[src/hdl/bssd_pkg.sv]
`default_nettype none
package bssd_pkg;

    localparam int MAX_DIM    = 64;
    localparam int COORD_W    = 6;
    localparam int SIZE_W     = 7;
    localparam int RADIUS_W   = 5;
    localparam int PIXEL_W    = 32;
    localparam int ADDR_W     = 2 * COORD_W;
    localparam int DEPTH      = MAX_DIM * MAX_DIM;
    localparam int DIST_W     = 18;
    localparam int BEST_W     = 20;
    localparam int SUM_W      = 28;
    localparam int CNT_W      = 12;
    localparam int CFG_IDX_W  = 3;
    localparam int STEP_W     = 4;
    localparam logic [BEST_W-1:0] START_BEST = BEST_W'(1000000);

    typedef enum logic [1:0] {
        ACT_LOAD_SRC = 2'd0,
        ACT_LOAD_TGT = 2'd1,
        ACT_DISTANCE = 2'd2,
        ACT_SEARCH   = 2'd3
    } action_t;

    typedef enum logic [CFG_IDX_W-1:0] {
        REG_SRC_W  = 3'd0,
        REG_SRC_H  = 3'd1,
        REG_TGT_W  = 3'd2,
        REG_TGT_H  = 3'd3,
        REG_RADIUS = 3'd4,
        REG_MODE   = 3'd5
    } cfg_index_t;

    typedef enum logic [2:0] {
        S_IDLE,
        S_WIN,
        S_DRAIN,
        S_DIV,
        S_EVAL,
        S_OUT
    } state_t;

    typedef struct packed {
        logic we_src;
        logic we_tgt;
        logic capture;
        logic win_step;
        logic div_step;
        logic eval;
        logic out_load;
    } cmd_t;

    typedef struct packed {
        logic in_err;
        logic win_last;
        logic div_done;
        logic scan_done;
        logic out_free;
    } status_t;

    // size register as used: 0 acts as 1, above MAX_DIM acts as MAX_DIM
    function automatic logic [SIZE_W-1:0] eff_size(input logic [SIZE_W-1:0] v);
        logic [SIZE_W-1:0] r;
        begin
            r = v;
            if (v == '0)
            begin
                r = SIZE_W'(1);
            end
            else if (v > SIZE_W'(MAX_DIM))
            begin
                r = SIZE_W'(MAX_DIM);
            end
            return r;
        end
    endfunction

    function automatic logic signed [8:0] mirror_coord(input logic signed [8:0] c,
                                                      input logic [SIZE_W-1:0] w);
        logic signed [8:0] ws;
        logic signed [8:0] r;
        begin
            ws = $signed({2'b00, w});
            r  = c;
            if (c < 0)
            begin
                r = -c;
            end
            else if (c >= ws)
            begin
                r = 9'sd2 * (ws - 9'sd1) - c;
            end
            return r;
        end
    endfunction

    function automatic logic signed [8:0] wrap_coord(input logic signed [8:0] c,
                                                    input logic [SIZE_W-1:0] w);
        logic signed [8:0] ws;
        logic signed [8:0] r;
        begin
            ws = $signed({2'b00, w});
            r  = c;
            if (c < 0)
            begin
                r = c + ws;
            end
            else if (c >= ws)
            begin
                r = c - ws;
            end
            return r;
        end
    endfunction

endpackage
`default_nettype wire

[src/hdl/bssd_ctrl.sv]
`default_nettype none
module bssd_ctrl (
    input  wire logic              clk,
    input  wire logic              rst_n,
    input  wire logic              in_valid,
    output logic                   in_ready,
    input  wire logic [1:0]        action,
    input  wire bssd_pkg::status_t status,
    output bssd_pkg::cmd_t         cmd
);
    import bssd_pkg::*;

    state_t state_reg;
    state_t state_next;

    always_ff @(posedge clk or negedge rst_n)
    begin
        if (!rst_n)
        begin
            state_reg <= S_IDLE;
        end
        else
        begin
            state_reg <= state_next;
        end
    end

    always_comb
    begin
        state_next = state_reg;
        cmd        = '0;
        in_ready   = 1'b0;
        unique case (state_reg)
            S_IDLE:
            begin
                in_ready = 1'b1;
                if (in_valid)
                begin
                    case (action_t'(action))
                        ACT_LOAD_SRC: cmd.we_src = 1'b1;
                        ACT_LOAD_TGT: cmd.we_tgt = 1'b1;
                        default:
                        begin
                            cmd.capture = 1'b1;
                            state_next  = status.in_err ? S_OUT : S_WIN;
                        end
                    endcase
                end
            end
            S_WIN:
            begin
                cmd.win_step = 1'b1;
                if (status.win_last)
                begin
                    state_next = S_DRAIN;
                end
            end
            S_DRAIN:
            begin
                state_next = S_DIV;
            end
            S_DIV:
            begin
                cmd.div_step = 1'b1;
                if (status.div_done)
                begin
                    state_next = S_EVAL;
                end
            end
            S_EVAL:
            begin
                cmd.eval   = 1'b1;
                state_next = status.scan_done ? S_OUT : S_WIN;
            end
            S_OUT:
            begin
                if (status.out_free)
                begin
                    cmd.out_load = 1'b1;
                    state_next   = S_IDLE;
                end
            end
            default:
            begin
                state_next = S_IDLE;
            end
        endcase
    end

endmodule
`default_nettype wire

[config.mk]
export PLATFORM = sky130hd
export DESIGN_NAME = bssd_ctrl
export DESIGN_NICKNAME = d
export VERILOG_FILES = /design/src/hdl/bssd_pkg.sv /design/src/hdl/bssd_ctrl.sv
export SDC_FILE = /design/constraint.sdc
export NUM_CORES = 1
export LEC_CHECK = 0
export BUFFER_PORTS_ARGS = -buffer_cell sky130_fd_sc_hd__buf_2
export CORE_AREA = 2 2 39 41
export DETAILED_ROUTE_END_ITERATION = 10
export DIE_AREA = 0 0 41 43
export GPL_ROUTABILITY_DRIVEN = 0
export PLACE_DENSITY = 0.47
export SLEW_MARGIN = 5
export SYNTH_ARGS = -nofsm -noshare
export SYNTH_HDL_FRONTEND = slang
export SYNTH_SLANG_ARGS = --single-unit
[constraint.sdc]
create_clock -name clk -period 3.1 [get_ports clk]
set_input_delay 0.155 -clock clk [delete_from_list [all_inputs] [get_ports clk]]
set_output_delay 0.155 -clock clk [all_outputs]
set_load 0.05 [all_outputs]
### Word level (Yosys, flattened, before mapping)

Cells that the tools add are included.

* output and inout bits: 8
* register bits: 3
* logic and storage cells: 35

* multiplexer cells: 19
* equality and inequality tests: 11
* reduce and logical (&&, ||, !) cells: 4

Operators with widths (count)
* 3-bit two-way mux: 9
* 3-bit case mux with 6 select lines: 1
* 2-bit != test, second input constant: 5
* 1-bit two-way mux: 9
* 3-bit by 2-bit == test with 1-bit output, second input constant: 2
* 3-bit == test, second input constant: 2
* 5-bit AND reduction: 1
* 3-bit by 1-bit == test with 1-bit output, second input constant: 1
* 3-bit zero test: 1
* 2-bit by 1-bit == test with 1-bit output, second input constant: 1
* 2-bit zero test: 1
* 2-bit OR reduction: 1

### Logic depth before layout (Yosys ltp)

Gate-level depths: netlist of the first run.

* depth in word-level cells: 5
* gate-level depth with buffers: 4

### Worst setup path before layout of the first run

No wires, ideal clock.

* path type: register to output
* start: reg state_reg[0]
* end: out cmd[6] (netlist name)
* slack: 0.115 ns
* stages on the path, launching flop included: 4
* data required time: 2.945 ns
* arrival: 2.830 ns
* buffers on the path: 1
* cells stage by stage: dfrtp_1 > buf_2 > nor3_2 > nor4bb_1

RTL lines
* start: declaration: line bssd_ctrl.sv:13 `state_t state_reg;`
* start signal: assignment: line bssd_ctrl.sv:24 `state_reg <= state_next;`
* end: declaration: line bssd_ctrl.sv:9 `output bssd_pkg::cmd_t cmd`

==> impl_metrics.env, run 1 <==
export IMPL_status="completed"
export IMPL_hold_slack_ns=0.2160
export IMPL_fin_crit_sh_pct=54.89
export IMPL_nets=60
export IMPL_die_x_um=41
export IMPL_grt_pass1_wl_um=952
export IMPL_p_leak_nw=0.2043
export IMPL_yosysTopAreaCell="dfrtp_1"
export IMPL_fin_skew_ns=0.002742
export IMPL_numCtsBuffers=3
export IMPL_coreArea_um2=1384
export IMPL_synth_seq_area_share_pct=29.13
export IMPL_largest_reg_flops=3
export IMPL_synthTopCellsByCount="4 x and4b_1, 4 x nand2_1, 3 x dfrtp_1, 3 x nor2_1"
export IMPL_syn_num_nets=40
export IMPL_syn_area_per_cell_um2=8.592
export IMPL_dpl_hpwl_um=478.8
export IMPL_maxSlewHeadroom_pct=78.26
export IMPL_drv_slew=0
export IMPL_synth_top_area_share_pct=29.13
export IMPL_finalSetupTns_ns=0
export IMPL_netlist_area_um2=257.7
export IMPL_vias=303
export IMPL_synth_ff_type="dfrtp_1"
export IMPL_num_antenna_cells=0
export IMPL_ys_warn_count=0
export IMPL_drv_cap=0
export IMPL_cts_tree="done"
export IMPL_p_per_area_nw_per_um2=1131
export IMPL_grt_max_degree=13
export IMPL_async_flop_share_pct=100.0
export IMPL_root_buffer="clkbuf_4"
export IMPL_postSynthCellCount=30
export IMPL_worst_ir_drop_vdd_uv=273.4
export IMPL_clkSlewWorstSetupHoldPaths_ns=0.04
export IMPL_seq_area_um2=75.07
export IMPL_synth_edf_count=0
export IMPL_io_buffers=17
export IMPL_die_height_um=43
export IMPL_wl_per_cell_um=9.569
export IMPL_fill_cells=160
export IMPL_cts_num_sinks=3
export IMPL_tightest_slew_ns=0.3262
export IMPL_antenna_left=0
export IMPL_post_route_cells_drive_above_1_share_pct=42.86
export IMPL_via_per_inst=4.662
export IMPL_critPathLaunchType="flip-flop"
export IMPL_drt_first_pass_iters=4
export IMPL_critPathKind="flip-flop to output pin"
export IMPL_synth_area_leaders="dfrtp_1 29%, and4b_1 16%, buf_4 5.8%"
export IMPL_synth_seq_cells=3
export IMPL_dieArea_um2=1763
export IMPL_post_route_drc_count=0
export IMPL_clock_latency_ns=0.23
export IMPL_post_cts_resized=0
export IMPL_worstPathRequired_ns=2.94
export IMPL_drtIter0Drc=9
export IMPL_synth_cell_types=18
export IMPL_endpoint_kind="output pin"
export IMPL_hold_path_class="input pin to flip-flop"
export IMPL_setup_viol=0
export IMPL_multi_input_area_um2=162.7
export IMPL_total_power_mw=0.4286
export IMPL_cp_max_fo=11
export IMPL_routed_wl_um=622
export IMPL_antenna_found_initial=0
export IMPL_hold_viol=0
export IMPL_rsz0062_at_grt="false"
export IMPL_pin_count=18
export IMPL_grt_use_total_pct=8.350
export IMPL_syn2layout_area_growth_pct=47.09
export IMPL_htree_levels=1
export IMPL_grt_ovfl_total=0
export IMPL_grt_pass1_vias=250
export IMPL_critPathArrivalTime_ns=1.55
export IMPL_min_period_ns=1.702
export IMPL_cts_path_max_buffers=2
export IMPL_initial_core_util_pct=18.63
export IMPL_rows=14
export IMPL_clock_fmax_mhz=587.7
## worst max-delay path, cell delays in order (launching register included)
cell      delay (ns)
dfrtp_1         0.47
nor3_2          0.32
nor4bb_1        0.22
buf_2           0.30
## kinds of logic after synthesis
kind of cell,synth area share (%)
AOI/OAI and AO/OA,16.51
DFF,29.13
buffers and inverters,7.763
and+or+nand+nor,46.61
## per-layer routing
metal | global-route usage [%] | vias up | routed length [um]
met4 | 6.000 | 0 | 0
met3 | 5.236 | 0 | 67
li1 | - | 154 | -
met2 | 11.56 | 13 | 292
met1 | 8.738 | 136 | 263
met5 | 0 | - | 0
## repair_timing
item,CTS,global route
hold endpoints to repair,3,0
setup buffers,0,0
hold buffers,1,0
## final cells by class
type,count,area share (%)
Tap cell,16,5.281
Timing Repair Buffer,18,25.08
Clock buffer,4,6.931
Sequential cell,3,19.80
Multi-Input combinational cell,24,42.90
## cell usage in the layout (no fill, tap or decap), types with 2 or more instances in the layout
cell       n
nand2_1    4
nor2_1     3
and4b_1    4
buf_2     17
dfrtp_1    3
clkbuf_4   3
a21oi_1    2
## worst paths after layout
| path | from | end | slack [ns] | cells past startpoint |
|---|---|---|---|---|
| hold reg to reg | state_reg[2]$_DFFE_PN0P_ | state_reg[1]$_DFFE_PN0P_ | 0.65 | 1 |
| min in group asynchronous | rst_n | state_reg[2]$_DFFE_PN0P_ | 0.24 | 2 |
| setup reg to reg | state_reg[2]$_DFFE_PN0P_ | state_reg[0]$_DFFE_PN0P_ | 1.90 | 3 |
| hold / removal | status[3] | state_reg[1]$_DFFE_PN0P_ | 0.22 | 3 |
| setup / recovery | state_reg[1]$_DFFE_PN0P_ | cmd[6] | 1.40 | 3 |
| max in group asynchronous | rst_n | state_reg[1]$_DFFE_PN0P_ | 2.75 | 2 |
## where the power goes
group	internal [mW]	switching (mW)	total (mW)
registers	0.0588	0.0521	0.111
logic	0.0814	0.167	0.248
clock network	0.0483	0.0211	0.0694
total	0.189	0.240	0.429
## metrics by stage
step	setup slack, ns	utilization (%)	std cells	instance area (um2)
2_1_floorplan	0.1150	-	30	257.7
3_3_place_gp	1.676	24.77	60	342.8
3_5_place_dp	1.638	24.77	60	342.8
4_1_cts	1.381	27.40	65	379.1
5_1_grt	1.286	27.40	65	379.1
6_report	1.398	27.40	65	379.1
Note: power is estimated with default switching activity, not from simulation.
==> inputs of run 2 (changes only) <==
--- a/config.mk
+++ b/config.mk
@@ -5,12 +5,13 @@
 export SDC_FILE = /design/constraint.sdc
 export NUM_CORES = 1
 export LEC_CHECK = 0
+export ABC_AREA = 1
 export BUFFER_PORTS_ARGS = -buffer_cell sky130_fd_sc_hd__buf_2
 export CORE_AREA = 2 2 39 41
 export DETAILED_ROUTE_END_ITERATION = 10
 export DIE_AREA = 0 0 41 43
 export GPL_ROUTABILITY_DRIVEN = 0
-export PLACE_DENSITY = 0.47
+export PLACE_DENSITY = 0.52
 export SLEW_MARGIN = 5
 export SYNTH_ARGS = -nofsm -noshare
 export SYNTH_HDL_FRONTEND = slang
==> constraint.sdc (replaced) <==
create_clock -name clk -period 1.4 [get_ports clk]
set_input_delay 0.07 -clock clk [delete_from_list [all_inputs] [get_ports clk]]
set_output_delay 0.07 -clock clk [all_outputs]
set_load 0.05 [all_outputs]
==> run 2 against run 1 <==
Net effect: worst setup slack worse by 1.4 ns; global-route usage increased by 2.5 points; sequential share of layout area decreased by 6.0 points; via count grew 40%; wire length rose by 34%; final area increased by 46%; power grew to 2.8 times the previous value; non-clock buffer count increased by 5; cell count grew 45%; critical path type unchanged.
==> impl_metrics.env, run 2 <==
export IMPL_crit_path_max_incr_delay_ns=0.44
export IMPL_synth_ff_type="dfrtp_1"
export IMPL_antenna_left=0
export IMPL_min_period_ns=1.378
export IMPL_whs_path_depth=4
export IMPL_grt_pass1_vias=351
export IMPL_drt_first_pass_iters=4
export IMPL_worstPathRequired_ns=1.33
export IMPL_critPathKind="flip-flop to output pin"
export IMPL_total_power_mw=1.218
export IMPL_met3_usage_pct=4.712
export IMPL_hold_path_class="input pin to flip-flop"
export IMPL_worst_ir_drop_vdd_uv=621.4
export IMPL_min_delay_start="status[2]"
export IMPL_die_height_um=43
export IMPL_clkSlewWorstSetupHoldPaths_ns=0.03
export IMPL_path_cells="nor2_4 > nand3_4 > nor3b_4 > buf_6"
export IMPL_initial_core_util_pct=22.15
export IMPL_synthAdderAreaFrac_pct=0
export IMPL_synth_edf_count=0
export IMPL_vias=424
export IMPL_largest_reg_flops=3
export IMPL_synth_top_family_by_area="simple AND/OR/NAND/NOR gates"
export IMPL_post_route_cells_drive_above_1_share_pct=47.44
export IMPL_cp_max_fo=6
export IMPL_via_per_inst=4.511
export IMPL_top_usage_layer="met2"
export IMPL_synth_top_area_share_pct=24.49
export IMPL_rsz0062_at_grt="true"
export IMPL_r2r_end="state_reg[0]$_DFFE_PN0P_"
export IMPL_root_buffer="clkbuf_4"
export IMPL_setup_slack_ns=0.02179
export IMPL_final_common_cell="nand2_1"
export IMPL_postSynthCellCount=52
export IMPL_clock_latency_ns=0.23
export IMPL_cts_path_max_buffers=2
export IMPL_synth_seq_area_share_pct=24.49
export IMPL_grt_pass1_wl_um=1331
export IMPL_nets=89
export IMPL_drv_cap=0
export IMPL_pin_count=18
export IMPL_synth_xor_area_share_pct=0
export IMPL_io_buffers=17
export IMPL_htree_levels=1
export IMPL_rows=14
export IMPL_cts_tree="done"
export IMPL_synth_area_leaders="dfrtp_1 24%, nand3_1 15%, nand2_1 15%"
export IMPL_crit_family="simple AND/OR/NAND/NOR gates"
export IMPL_holdPathEnd="state_reg[1]$_DFFE_PN0P_"
export IMPL_grt_use_total_pct=10.88
export IMPL_synth_mux_area_share_pct=0
export IMPL_synth_cell_types=13
export IMPL_ys_warn_count=0
export IMPL_num_antenna_cells=0
export IMPL_routed_wl_um=832
export IMPL_path_buf_inv=1
export IMPL_hold_viol=0
export IMPL_numCtsBuffers=3
export IMPL_p_leak_nw=0.3066
export IMPL_p_per_area_nw_per_um2=2198
export IMPL_syn2layout_area_growth_pct=80.82
export IMPL_critPathLaunchType="flip-flop"
export IMPL_die_x_um=41
export IMPL_final_cell_count_no_fill=94
export IMPL_cts_num_sinks=3
export IMPL_grt_util_met1_pct=14.94
export IMPL_fin_skew_ns=0.001585
export IMPL_hold_slack_ns=0.1583
export IMPL_worst_r2r_setup_slack_ns=0.13
export IMPL_netlist_area_um2=306.5
export IMPL_setup_viol=0
export IMPL_coreArea_um2=1384
export IMPL_dpl_cell_count=88
export IMPL_syn_num_nets=62
export IMPL_synthTopCellsByCount="12 x nand2_1, 9 x inv_1, 9 x nand3_1"
export IMPL_layout_common_cells="12 x nand2_1, 11 x buf_2, 9 x inv_1, 9 x nand3_1, 8 x buf_4"
export IMPL_drtIter0Drc=2
export IMPL_antenna_found_initial=0
export IMPL_grt_ovfl_total=0
export IMPL_dp_slack_ns=0.1060
export IMPL_status="completed"
export IMPL_async_flop_share_pct=100.0
export IMPL_endpoint_kind="output pin"
export IMPL_crit_cells=4
export IMPL_synth_seq_cells=3
export IMPL_dpl_hpwl_um=680.6
export IMPL_tightest_slew_ns=0.2424
export IMPL_critPathArrivalTime_ns=1.31
export IMPL_drv_slew=0
export IMPL_post_route_drc_count=0
export IMPL_synth_compound_area_share_pct=1.633
export IMPL_grt_max_degree=7
export IMPL_syn_area_per_cell_um2=5.895
export IMPL_yosysTopAreaCell="dfrtp_1"
export IMPL_rr_worst_depth=8
export IMPL_use_met2_pct=15.63
export IMPL_maxSlewHeadroom_pct=83.82
export IMPL_dieArea_um2=1763
export IMPL_crit_path_top_delay_cell="dfrtp_2"
export IMPL_regToRegStartpoint="state_reg[1]$_DFFE_PN0P_"
export IMPL_yosysMostFrequentCell="nand2_1"
export IMPL_clock_fmax_mhz=725.6
export IMPL_fin_crit_sh_pct=98.44
export IMPL_synth_simple_area_share_pct=57.96
export IMPL_wl_per_cell_um=8.851
-- run 2: changes by cell type after synthesis, moves of 2 or more --
| cell | change |
|---|---|
| and4b_1 | -4 |
| buf_4 | -2 |
| inv_1 | +9 |
| nand2_1 | +8 |
| nand3_1 | +9 |
| nor2_1 | +5 |
| nor3_1 | +3 |
-- run 2: stage by stage --
stage / area, um2 / util [%] / TNS, ns
floorplan: 345.3 / - / -0.1981
global placement: 469.2 / 33.91 / 0
detailed placement: 469.2 / 33.91 / 0
CTS: 526.8 / 38.07 / -0.009240
global route: 554.3 / 40.05 / -0.09698
finish: 554.3 / 40.05 / 0
-- run 2: worst register-to-register path: stages, from the launching register on --
cell and delay, ns:
dfrtp_1 0.41, buf_4 0.16, nand2_1 0.13, nor2_4 0.05, nand2_1 0.09, nand2_1 0.08
nor2_2 0.13, nand3_1 0.09, nand2_1 0.07
-- run 2: final cells by class --
type | count | area (um2)
tap | 16 | 20.02
fill | 151 | 829.5
multi-input combinational | 38 | 239.0
sequential | 3 | 76.32
timing repair buffer | 23 | 155.1
clock buffer | 4 | 26.28
inverter | 10 | 37.54
-- run 2: power breakdown --
| group | total, mW | switching, mW | internal [mW] |
|---|---|---|---|
| clock | 0.148 | 0.0413 | 0.107 |
| sequential | 0.186 | 0.0567 | 0.129 |
| combinational | 0.884 | 0.565 | 0.319 |
-- run 2: cell families after synthesis --
family,Yosys count
and+or+nand+nor,37
buffers and inverters,11
AOI/OAI and AO/OA,1
DFF,3
-- run 2: what timing repair did --
action	CTS	global route
buffers inserted	1	0
setup endpoints to repair	3	8
pin swaps	0	2
endpoints found under the hold margin	3	0
hold buffers	1	0
gates resized for setup	5	10
-- run 2: per-layer routing --
metal	vias up	part of all wire [%]
met5	-	0
met4	0	0
met3	0	8.1
met2	16	49
met1	190	43
li1	218	-
-- run 2: worst max path at each step --
stage / start / to / slack [ns]
after floorplan: state_reg[0]$_DFFE_PN0P_ / cmd[4] / -0.15
after global placement: state_reg[1]$_DFFE_PN0P_ / cmd[5] / 0.11
after detailed placement: state_reg[1]$_DFFE_PN0P_ / cmd[5] / 0.11
after CTS: state_reg[0]$_DFFE_PN0P_ / cmd[5] / -0.009
after global routing: state_reg[0]$_DFFE_PN0P_ / cmd[4] / -0.05
final: state_reg[0]$_DFFE_PN0P_ / cmd[5] / 0.02
==> inputs of run 3 (changes only) <==
--- a/config.mk
+++ b/config.mk
@@ -12,6 +12,7 @@
 export DIE_AREA = 0 0 41 43
 export GPL_ROUTABILITY_DRIVEN = 0
 export PLACE_DENSITY = 0.52
+export SETUP_SLACK_MARGIN = 0.1
 export SLEW_MARGIN = 5
 export SYNTH_ARGS = -nofsm -noshare
 export SYNTH_HDL_FRONTEND = slang
==> run 3 against run 2 <==
Net effect: clock-buffer cell count is the same; die area is the same; combinational power grew 19%; worst hold slack lost 0.0055 ns; via count grew 2.4%; critical path type unchanged; highest routed layer is now met4.
==> impl_metrics.env, run 3 (synthesis gave the netlist of run 2 again) <==
export IMPL_pin_count=18
export IMPL_coreArea_um2=1384
export IMPL_root_buffer="clkbuf_4"
export IMPL_initial_core_util_pct=22.15
export IMPL_fin_skew_ns=0.008308
export IMPL_tightest_slew_ns=0.2430
export IMPL_rr_worst_depth=8
export IMPL_p_leak_nw=0.3172
export IMPL_dpl_cell_count=87
export IMPL_cts_num_sinks=3
export IMPL_num_antenna_cells=0
export IMPL_post_route_drc_count=0
export IMPL_dpl_hpwl_um=652.6
export IMPL_nets=89
export IMPL_wl_per_cell_um=10.54
export IMPL_grt_ovfl_total=0
export IMPL_io_buffers=17
export IMPL_htree_levels=1
export IMPL_critPathArrivalTime_ns=1.31
export IMPL_routed_wl_um=991
export IMPL_drtIter0Drc=7
export IMPL_fin_crit_sh_pct=98.34
export IMPL_rows=14
export IMPL_clkSlewWorstSetupHoldPaths_ns=0.04
export IMPL_cp_max_fo=3
export IMPL_regToRegStartpoint="state_reg[1]$_DFFE_PN0P_"
export IMPL_syn2layout_area_growth_pct=101.6
export IMPL_rsz0062_at_grt="true"
export IMPL_worst_ir_drop_vdd_uv=713.1
export IMPL_cts_tree="done"
export IMPL_status="completed"
export IMPL_post_route_cells_drive_above_1_share_pct=53.85
export IMPL_largest_reg_flops=3
export IMPL_min_period_ns=1.377
export IMPL_worstPathRequired_ns=1.33
export IMPL_antenna_left=0
export IMPL_grt_use_total_pct=12.21
export IMPL_grt_max_degree=9
export IMPL_drv_slew=0
export IMPL_hold_path_class="input pin to asynchronous set/reset pin"
export IMPL_dieArea_um2=1763
export IMPL_drv_cap=0
export IMPL_layout_common_cells="11 x nand2_1, 9 x buf_2, 8 x inv_1, 8 x nand3_1, 8 x buf_6"
export IMPL_cts_path_max_buffers=2
export IMPL_grt_pass1_vias=393
export IMPL_via_per_inst=4.617
export IMPL_endpoint_kind="output pin"
export IMPL_final_common_cell="nand2_1"
export IMPL_clock_fmax_mhz=726.3
export IMPL_cp_startpoint="state_reg[1]$_DFFE_PN0P_"
export IMPL_drt_first_pass_iters=4
export IMPL_numCtsBuffers=3
export IMPL_antenna_found_initial=0
export IMPL_die_height_um=43
export IMPL_vias=434
export IMPL_grt_pass1_wl_um=1449
export IMPL_die_x_um=41
export IMPL_clock_latency_ns=0.24
export IMPL_final_cell_count_no_fill=94
export IMPL_critPathLaunchType="flip-flop"
export IMPL_p_per_area_nw_per_um2=2250
export IMPL_maxSlewHeadroom_pct=83.78
export IMPL_critPathKind="flip-flop to output pin"
export IMPL_hold_slack_ns=0.1528
export IMPL_hold_viol=0
export IMPL_setup_viol=0
run 3: cell types whose count changed in the layout (fill, tap and decap cells not counted), sizes merged:
cell,change
clkbuf,-1
buf,+1
run 3: metal layers:
layer	GRT usage, %	share of wire (%)
met3	3.141	8.3
met1	13.40	36
met5	0	0
met2	20.31	56
met4	6.000	0.20
run 3: final timing paths:
check                                            to  slack, ns
min in group clk           state_reg[1]$_DFFE_PN0P_       0.16
hold reg to reg            state_reg[0]$_DFFE_PN0P_       0.69
setup / recovery                             cmd[5]       0.02
hold / removal             state_reg[0]$_DFFE_PN0P_       0.15
max in group asynchronous  state_reg[2]$_DFFE_PN0P_       1.13
setup reg to reg           state_reg[1]$_DFFE_PN0P_       0.11
run 3: power breakdown:
group	switching, mW	internal [mW]
sequential	0.0531	0.131
clock	0.0473	0.107
combinational	0.650	0.402
run 3: cell type report:
cell class / count / area [um2]
timing repair buffer: 23 / 190.2
fill: 154 / 765.7
sequential: 3 / 77.57
tap: 16 / 20.02
inverter: 10 / 42.54
multi-input combinational: 38 / 261.5
clock buffer: 4 / 26.28
run 3: through the flow:
| stage | power (mW) | setup TNS, ns | util, % | setup slack [ns] | instance area (um2) |
|---|---|---|---|---|---|
| floorplan | 0.7733 | -0.1981 | - | -0.1537 | 345.3 |
| global placement | 0.9472 | 0 | 33.36 | 0.09310 | 461.7 |
| detailed placement | 0.9388 | 0 | 33.36 | 0.07538 | 461.7 |
| CTS | 1.262 | -0.002810 | 41.05 | -0.002810 | 568.0 |
| global route | 1.486 | -0.04668 | 44.67 | -0.03402 | 618.1 |
| finish | 1.391 | 0 | 44.67 | 0.02325 | 618.1 |
run 3: timing repair:
item / CTS / global route
resized for setup: 19 / 13
gates cloned: 0 / 0
setup buffers: 2 / 0
setup endpoints to repair: 8 / 11
endpoints found under the hold margin: 3 / 0
hold buffers: 1 / 0
pin swaps: 2 / 5
run 3: critical path, cell delays in order (launching register included):
cell and delay, ns:
dfrtp_1 0.41, nor2_4 0.15, nand3_4 0.11, nor3b_4 0.21, buf_6 0.18
